===== config.mk =====
export PLATFORM = sky130hd
export DESIGN_NAME = c6502_ctrl
export DESIGN_NICKNAME = d
export VERILOG_FILES = /design/src/c6502_pkg.sv /design/src/c6502_ctrl.sv
export SDC_FILE = /design/constraint.sdc
export NUM_CORES = 1
export LEC_CHECK = 0
export BUFFER_PORTS_ARGS = -buffer_cell sky130_fd_sc_hd__clkbuf_2
export CAP_MARGIN = 30
export CORE_AREA = 5 5 50 57
export CTS_CLUSTER_SIZE = 16
export DETAILED_ROUTE_END_ITERATION = 7
export DIE_AREA = 0 0 55 62
export PLACE_DENSITY = 0.68
export SYNTH_ARGS = -nofsm -noshare
export SYNTH_HDL_FRONTEND = slang
export SYNTH_SLANG_ARGS = --single-unit

===== constraint.sdc =====
create_clock -name clk_i -period 1.25 [get_ports clk_i]
set_input_delay 0 -clock clk_i [delete_from_list [all_inputs] [get_ports clk_i]]
set_output_delay 0 -clock clk_i [all_outputs]
set_load 0.01 [all_outputs]

===== src/c6502_pkg.sv =====
// Shared types, constants and decode helpers of the 6502 instruction core.
package c6502_pkg;

  localparam int MEM_DEPTH_DEF = 65536;

  localparam logic [15:0] RST_VEC_LO = 16'hFFFC;
  localparam logic [15:0] RST_VEC_HI = 16'hFFFD;
  localparam logic [7:0]  SP_RESET   = 8'hFD;
  localparam logic [7:0]  P_RESET    = 8'h24;
  localparam logic [7:0]  STACK_PAGE = 8'h01;

  localparam int FLAG_C = 0;
  localparam int FLAG_Z = 1;
  localparam int FLAG_I = 2;
  localparam int FLAG_D = 3;
  localparam int FLAG_B = 4;
  localparam int FLAG_U = 5;
  localparam int FLAG_V = 6;
  localparam int FLAG_N = 7;

  localparam logic [7:0] OP_PHP     = 8'h08;
  localparam logic [7:0] OP_CLC     = 8'h18;
  localparam logic [7:0] OP_JSR     = 8'h20;
  localparam logic [7:0] OP_PLP     = 8'h28;
  localparam logic [7:0] OP_SEC     = 8'h38;
  localparam logic [7:0] OP_RTI     = 8'h40;
  localparam logic [7:0] OP_PHA     = 8'h48;
  localparam logic [7:0] OP_JMP     = 8'h4C;
  localparam logic [7:0] OP_CLI     = 8'h58;
  localparam logic [7:0] OP_RTS     = 8'h60;
  localparam logic [7:0] OP_PLA     = 8'h68;
  localparam logic [7:0] OP_JMP_IND = 8'h6C;
  localparam logic [7:0] OP_SEI     = 8'h78;
  localparam logic [7:0] OP_DEY     = 8'h88;
  localparam logic [7:0] OP_STA_IMM = 8'h89;
  localparam logic [7:0] OP_TXA     = 8'h8A;
  localparam logic [7:0] OP_TYA     = 8'h98;
  localparam logic [7:0] OP_TXS     = 8'h9A;
  localparam logic [7:0] OP_TAY     = 8'hA8;
  localparam logic [7:0] OP_TAX     = 8'hAA;
  localparam logic [7:0] OP_CLV     = 8'hB8;
  localparam logic [7:0] OP_TSX     = 8'hBA;
  localparam logic [7:0] OP_INY     = 8'hC8;
  localparam logic [7:0] OP_DEX     = 8'hCA;
  localparam logic [7:0] OP_CLD     = 8'hD8;
  localparam logic [7:0] OP_INX     = 8'hE8;
  localparam logic [7:0] OP_NOP     = 8'hEA;
  localparam logic [7:0] OP_SED     = 8'hF8;

  typedef enum logic [1:0] {
    CMD_WRITE = 2'd0,
    CMD_READ  = 2'd1,
    CMD_RESET = 2'd2,
    CMD_EXEC  = 2'd3
  } cmd_e;

  typedef enum logic [2:0] {
    OPC_NORMAL,
    OPC_JSR,
    OPC_PULL
  } opclass_e;

  typedef enum logic [4:0] {
    UOP_NONE,
    UOP_CLEAR,
    UOP_ACCEPT,
    UOP_MWRITE,
    UOP_MRD_ISSUE,
    UOP_MRD_LATCH,
    UOP_RST_LO,
    UOP_RST_HI,
    UOP_RST_END,
    UOP_F_OP,
    UOP_F_B1,
    UOP_F_B2,
    UOP_F_B2L,
    UOP_P_LO,
    UOP_P_HI,
    UOP_P_END,
    UOP_M_ISSUE,
    UOP_M_LATCH,
    UOP_EXEC,
    UOP_PUSH_LO,
    UOP_PULL_ISSUE,
    UOP_PULL_LATCH,
    UOP_STK_END,
    UOP_DONE
  } uop_e;

  typedef enum logic [4:0] {
    ST_CLEAR,
    ST_IDLE,
    ST_MWRITE,
    ST_MRD_ISSUE,
    ST_MRD_LATCH,
    ST_RST_LO,
    ST_RST_HI,
    ST_RST_END,
    ST_F_OP,
    ST_F_B1,
    ST_F_B2,
    ST_F_B2L,
    ST_P_LO,
    ST_P_HI,
    ST_P_END,
    ST_M_ISSUE,
    ST_M_LATCH,
    ST_EXEC,
    ST_PUSH_LO,
    ST_PULL_ISSUE,
    ST_PULL_LATCH,
    ST_STK_END,
    ST_DONE
  } state_e;

  typedef struct packed {
    uop_e uop;
  } ctrl_cmd_t;

  typedef struct packed {
    logic     clear_done;
    logic     need_ptr;
    opclass_e opc;
    logic     pull_last;
  } dp_status_t;

  function automatic logic [7:0] set_nz(input logic [7:0] p, input logic [7:0] v);
    logic [7:0] r;
    r = p;
    r[FLAG_N] = v[7];
    r[FLAG_Z] = (v == 8'h00);
    return r;
  endfunction

  function automatic opclass_e op_class(input logic [7:0] op);
    opclass_e c;
    c = OPC_NORMAL;
    if (op == OP_JSR) begin
      c = OPC_JSR;
    end else if (op == OP_PLA || op == OP_PLP || op == OP_RTS || op == OP_RTI) begin
      c = OPC_PULL;
    end
    return c;
  endfunction

  function automatic logic [1:0] pull_count(input logic [7:0] op);
    logic [1:0] n;
    n = 2'd1;
    if (op == OP_RTS) begin
      n = 2'd2;
    end else if (op == OP_RTI) begin
      n = 2'd3;
    end
    return n;
  endfunction

endpackage


===== src/c6502_ctrl.sv =====
// Controller state machine that sequences memory accesses and execution steps.
module c6502_ctrl import c6502_pkg::*; (
  input  logic       clk_i,
  input  logic       rst_ni,
  input  logic       in_valid_i,
  output logic       in_ready_o,
  input  logic [1:0] in_cmd_i,
  output logic       out_valid_o,
  input  logic       out_ready_i,
  input  dp_status_t status_i,
  output ctrl_cmd_t  cmd_o
);

  state_e state_q, state_d;
  logic   out_valid_q, out_valid_d;
  logic   fire_done;

  assign fire_done = (state_q == ST_DONE) && (!out_valid_q || out_ready_i);

  always_comb begin
    state_d = state_q;
    unique case (state_q)
      ST_CLEAR: if (status_i.clear_done) state_d = ST_IDLE;
      ST_IDLE: begin
        if (in_valid_i) begin
          unique case (cmd_e'(in_cmd_i))
            CMD_WRITE: state_d = ST_MWRITE;
            CMD_READ:  state_d = ST_MRD_ISSUE;
            CMD_RESET: state_d = ST_RST_LO;
            default:   state_d = ST_F_OP;
          endcase
        end
      end
      ST_MWRITE:     state_d = ST_DONE;
      ST_MRD_ISSUE:  state_d = ST_MRD_LATCH;
      ST_MRD_LATCH:  state_d = ST_DONE;
      ST_RST_LO:     state_d = ST_RST_HI;
      ST_RST_HI:     state_d = ST_RST_END;
      ST_RST_END:    state_d = ST_DONE;
      ST_F_OP:       state_d = ST_F_B1;
      ST_F_B1:       state_d = ST_F_B2;
      ST_F_B2:       state_d = ST_F_B2L;
      ST_F_B2L:      state_d = status_i.need_ptr ? ST_P_LO : ST_M_ISSUE;
      ST_P_LO:       state_d = ST_P_HI;
      ST_P_HI:       state_d = ST_P_END;
      ST_P_END:      state_d = ST_M_ISSUE;
      ST_M_ISSUE:    state_d = ST_M_LATCH;
      ST_M_LATCH:    state_d = ST_EXEC;
      ST_EXEC: begin
        unique case (status_i.opc)
          OPC_JSR:  state_d = ST_PUSH_LO;
          OPC_PULL: state_d = ST_PULL_ISSUE;
          default:  state_d = ST_DONE;
        endcase
      end
      ST_PUSH_LO:    state_d = ST_DONE;
      ST_PULL_ISSUE: state_d = ST_PULL_LATCH;
      ST_PULL_LATCH: state_d = status_i.pull_last ? ST_STK_END : ST_PULL_ISSUE;
      ST_STK_END:    state_d = ST_DONE;
      ST_DONE:       if (fire_done) state_d = ST_IDLE;
      default:       state_d = ST_IDLE;
    endcase
  end

  always_comb begin
    cmd_o.uop  = UOP_NONE;
    in_ready_o = 1'b0;
    unique case (state_q)
      ST_CLEAR: cmd_o.uop = UOP_CLEAR;
      ST_IDLE: begin
        in_ready_o = 1'b1;
        if (in_valid_i) cmd_o.uop = UOP_ACCEPT;
      end
      ST_MWRITE:     cmd_o.uop = UOP_MWRITE;
      ST_MRD_ISSUE:  cmd_o.uop = UOP_MRD_ISSUE;
      ST_MRD_LATCH:  cmd_o.uop = UOP_MRD_LATCH;
      ST_RST_LO:     cmd_o.uop = UOP_RST_LO;
      ST_RST_HI:     cmd_o.uop = UOP_RST_HI;
      ST_RST_END:    cmd_o.uop = UOP_RST_END;
      ST_F_OP:       cmd_o.uop = UOP_F_OP;
      ST_F_B1:       cmd_o.uop = UOP_F_B1;
      ST_F_B2:       cmd_o.uop = UOP_F_B2;
      ST_F_B2L:      cmd_o.uop = UOP_F_B2L;
      ST_P_LO:       cmd_o.uop = UOP_P_LO;
      ST_P_HI:       cmd_o.uop = UOP_P_HI;
      ST_P_END:      cmd_o.uop = UOP_P_END;
      ST_M_ISSUE:    cmd_o.uop = UOP_M_ISSUE;
      ST_M_LATCH:    cmd_o.uop = UOP_M_LATCH;
      ST_EXEC:       cmd_o.uop = UOP_EXEC;
      ST_PUSH_LO:    cmd_o.uop = UOP_PUSH_LO;
      ST_PULL_ISSUE: cmd_o.uop = UOP_PULL_ISSUE;
      ST_PULL_LATCH: cmd_o.uop = UOP_PULL_LATCH;
      ST_STK_END:    cmd_o.uop = UOP_STK_END;
      ST_DONE:       if (fire_done) cmd_o.uop = UOP_DONE;
      default:       cmd_o.uop = UOP_NONE;
    endcase
  end

  always_comb begin
    out_valid_d = out_valid_q;
    if (out_valid_q && out_ready_i) out_valid_d = 1'b0;
    if (fire_done) out_valid_d = 1'b1;
  end

  always_ff @(posedge clk_i or negedge rst_ni) begin
    if (!rst_ni) begin
      state_q     <= ST_CLEAR;
      out_valid_q <= 1'b0;
    end else begin
      state_q     <= state_d;
      out_valid_q <= out_valid_d;
    end
  end

  assign out_valid_o = out_valid_q;

endmodule


### After elaboration in Yosys (flattened, before gate mapping)

Cells that the tools add are included.

* reduce and logical (&&, ||, !) cells: 9
* equality and inequality tests: 29
* multiplexer cells: 14

Operators by type and width (number)
* one-hot mux 5 bit (23 select lines): 1
* one-hot mux 5 bit (19 select lines): 1
* equality test 5 x 4 -> 1 bit, second input constant: 8
* equality test 5 bit, second input constant: 7
* equality test 5 x 3 -> 1 bit, second input constant: 4
* 2-to-1 mux 5 bit: 4
* one-hot mux 4 bit (3 select lines): 1
* equality test 5 x 2 -> 1 bit, second input constant: 2
* != test 2 bit, second input constant: 3
* one-hot mux 3 bit (2 select lines): 1
* equality test 5 x 1 -> 1 bit, second input constant: 1
* logical NOT 5 bit: 1
* OR reduction 5 bit: 1
* 2-to-1 mux 2 bit: 2
* equality test 3 x 1 -> 1 bit, second input constant: 1
* equality test 3 x 2 -> 1 bit, second input constant: 1
* 2-to-1 mux 1 bit: 3
* 2-to-1 mux 3 bit: 1
* AND reduction 3 bit: 1
* equality test 2 x 1 -> 1 bit, second input constant: 1
* equality test 2 bit, second input constant: 1
* logical AND 1 bit: 2
* logical NOT 2 bit: 1
* nonzero test 2 bit: 1
* 2 further kinds: 2

* register bits after elaboration: 6
* bits of input ports: 12

### Longest topological paths before layout

* depth in word-level cells: 5
* mapped depth: 6

### Worst setup path after synthesis

No wires, ideal clock.

* path type: reg-to-reg
* start point: register state_q[2]
* end point: register state_q[1]
* data arrival time: 1.196 ns
* data required time: 1.126 ns
* stages on the path, launching flop included: 6
* path slack: -0.070 ns
* cells stage by stage: dfrtp_1 -> buf_6 -> nor2b_1 -> a221oi_2 -> a21oi_1 -> o31a_1

* cells in the longest elaborated chain, start to end: 4

RTL lines
* start, declared: RTL line c6502_ctrl.sv:14 `state_e state_q, state_d;`
* start signal, assigned: RTL line c6502_ctrl.sv:110 `state_q <= state_d;`
* parallel branches: the longest is 4 deep, another holds one-hot mux 5 bit (19 select lines)

Parallel ways; which one is timed is not known.
A chain may end at the register's enable or synchronous reset.

==> flow_summary.ini <==
[grt]
grt.total_usage_pct = 18.48
grt_overflow_total = 0
grt_pass1_vias = 1024
grt_pass1_wl_um = 4595
antenna_found_initial = 0
grt_max_degree = 9

[yosys]
syn_area_um2 = 839.6
synth-edff-count = 0
yosysMostFrequentCell = a21oi_1
syn_area_per_cell_um2 = 7.996
ys_seq_area_share_pct = 17.88
synth.distinct_cells = 49
synthArstFlopShare_pct = 100.0
synth_cells = 105
yosys.area.top_type = dfrtp_1
yosys-top-cells-count = a21oi_1, nand2_1, nor2_1
yosys_warnings = 0
synthTopCellsByArea = dfrtp_1, buf_6, a21oi_1
synth_ff_type = dfrtp_1
synthesis.nets = 121
ys_seq_elements = 6
synth_top_area_share_pct = 17.88

[worst_setup_path]
end_kind = output pin
reg2reg_from = state_q[3]
startpoint_type = register
cp.arrival_ns = 1.50
r2r-end = state_q[1]
r2r_cells = 5
critPathKind = reg -> out
worstPathRequired_ns = 1.25
critical_path.max_fanout = 4
rrSetupSlack_ns = -0.25

[run_status]
violations = negative setup slack
status = finished, violations left

[hold_path]
min_path_type = in -> async

[placement]
dp_hpwl_um = 1944
place.port_buffers = 18
place_congestion = 0.8792

[drt]
num_vias = 1037
drtIter0Drc = 23
avgViaCountPerCell = 5.458
antenna_left = 0
wirelength_um = 3099
drc = 0
drtPass1Iterations = 4
routedWlPerCell_um = 16.31

[flow_run]
max_cap_viol_count = 0

[final_layout]
fin_nets = 178
area_growth_pct = 75.86
post_route_cells_drive_above_1_share_pct = 62.50
antennaDiodeCount = 0

[sta]
fmax_mhz = 665.1
finalSetupViolCount = 11
drv_slew = 0
fin_ws_ns = -0.2534
fin_worst_skew_ns = 0.001369
fin_crit_ns = 1.503
hold_viol = 0
fin_crit_sh_pct = 120.3
worstMarginPinSlew_ns = 0.2671
setup_tns_ns = -1.993
maxSlewHeadroom_pct = 81.94
rsz0062_at_grt = yes

[clock_tree]
path_clk_slew_ns = 0.05
cts_tree = done
insertion_delay_ns = 0.25
cts_root_buf = clkbuf_4
cts_sinks = 6
cts_max_level = 1
numCtsBuffers = 3
clockBufferDepth = 2

[power_and_ir_drop]
ir_drop_mv = 1.369
leakagePower_nw = 0.6682
pwr-share-clk_pct = 4.7
pwr_density_cell_nw_per_um2 = 2644
pwr-share-seq_pct = 10.4
power_frac_comb_pct = 84.8
p_sw_share_pct = 44.08
finalPower_mw = 3.904
power_switching_mw = 1.721
internal_power_mw = 2.183

[floorplanning]
core_area_um2 = 2185
die_area_um2 = 3410
initial_core_util_pct = 38.43
die_y_um = 62
die_x_um = 55
num_rows = 18
num_io_pins = 19
[cell families after synthesis]
logic type / count (synthesis) / synth area share, %
AO/OA/AOI/OAI: 37 / 30.55
XOR/XNOR: 3 / 3.130
buffers and inverters: 15 / 13.11
AND/OR/NAND/NOR: 40 / 29.36
flip-flops: 6 / 17.88
adder cells (fa/ha/maj): 4 / 5.961
[through the flow]
step                hold WS [ns]  instances  setup slack (ns)  util, %  instance area, um^2
finish                    0.1131        190           -0.2534    67.58                 1476
global route              0.1413        190           -0.3214    67.58                 1476
CTS                       0.1128        184           -0.2336    60.37                 1319
detailed placement       -0.1624        170           -0.2176    50.92                 1112
global placement         -0.1648        170           -0.1836    50.92                 1112
floorplan                -0.2956        105          -0.04334        -                847.1
[placed cells by master (no fill, tap or decap), types with 3 or more instances in the layout]
cell type  Yosys  final
a21oi_1       10      6
a21oi_2        1      4
buf_12         0      3
buf_2          3      5
buf_4          1     31
buf_6          6      9
clkbuf_2       0     12
clkbuf_4       0      3
dfrtp_1        6      3
dfrtp_2        0      3
ha_1           4      4
inv_1          3      3
nand2_1        9      7
nand3b_1       3      3
nor2_1         8      7
o21ai_1        6      4
[flip-flops by register name, summed over array words and instances (netlist names)]
signal and cells:
state_q 5, out_valid_o 1
[critical path, cell delays in order (launching register included)]
cell and delay [ns]:
dfrtp_1 0.39, buf_6 0.14, buf_6 0.13, nand2_4 0.09, buf_4 0.11, o211ai_1 0.11
o32ai_2 0.12, buf_2 0.17
[timing repair]
action,CTS,global route
setup endpoints to repair,11,11
pin swaps,13,15
setup buffers,10,7
gates resized for setup,25,28
hold buffers,1,0
cloned,0,0
endpoints found under the hold margin,6,0
[power by group through the flow]
stage	sequential [mW]	combinational [mW]	clock, mW
global placement	0.388	2.19	0
detailed placement	0.399	2.22	0
global route	0.415	3.53	0.193
finish	0.407	3.31	0.185
CTS	0.386	2.78	0.189
floorplan	0.343	1.47	0
[worst max-delay path by stage]
| stage | start | end | depth (start not counted) |
|---|---|---|---|
| 6_report | state_q[1] | cmd_o[1] | 7 |
| 5_1_grt | state_q[0] | cmd_o[1] | 7 |
| 4_1_cts | state_q[4] | in_ready_o | 4 |
| 3_5_place_dp | state_q[4] | state_q[2] | 5 |
| 2_1_floorplan | state_q[4] | state_q[1] | 5 |
| 3_3_place_gp | state_q[2] | state_q[0] | 5 |
[routing by layer]
| layer | GRT usage [%] | up-vias | wire length, um |
|---|---|---|---|
| met1 | 22.01 | 501 | 1246 |
| li1 | - | 497 | - |
| met5 | 0 | - | 0 |
| met2 | 33.11 | 30 | 1670 |
| met3 | 1.909 | 9 | 96 |
| met4 | 7.986 | 0 | 85 |
[final cells by class]
| class | count | area (um^2) |
|---|---|---|
| fillers | 178 | 708.2 |
| well taps | 30 | 37.54 |
| repair buffers | 62 | 504.2 |
| multi-input cells | 84 | 724.4 |
| flip-flops and latches | 6 | 153.9 |
| inverters | 5 | 33.78 |
| clock buffers | 3 | 22.52 |
Power figures use the tool's default switching activity.
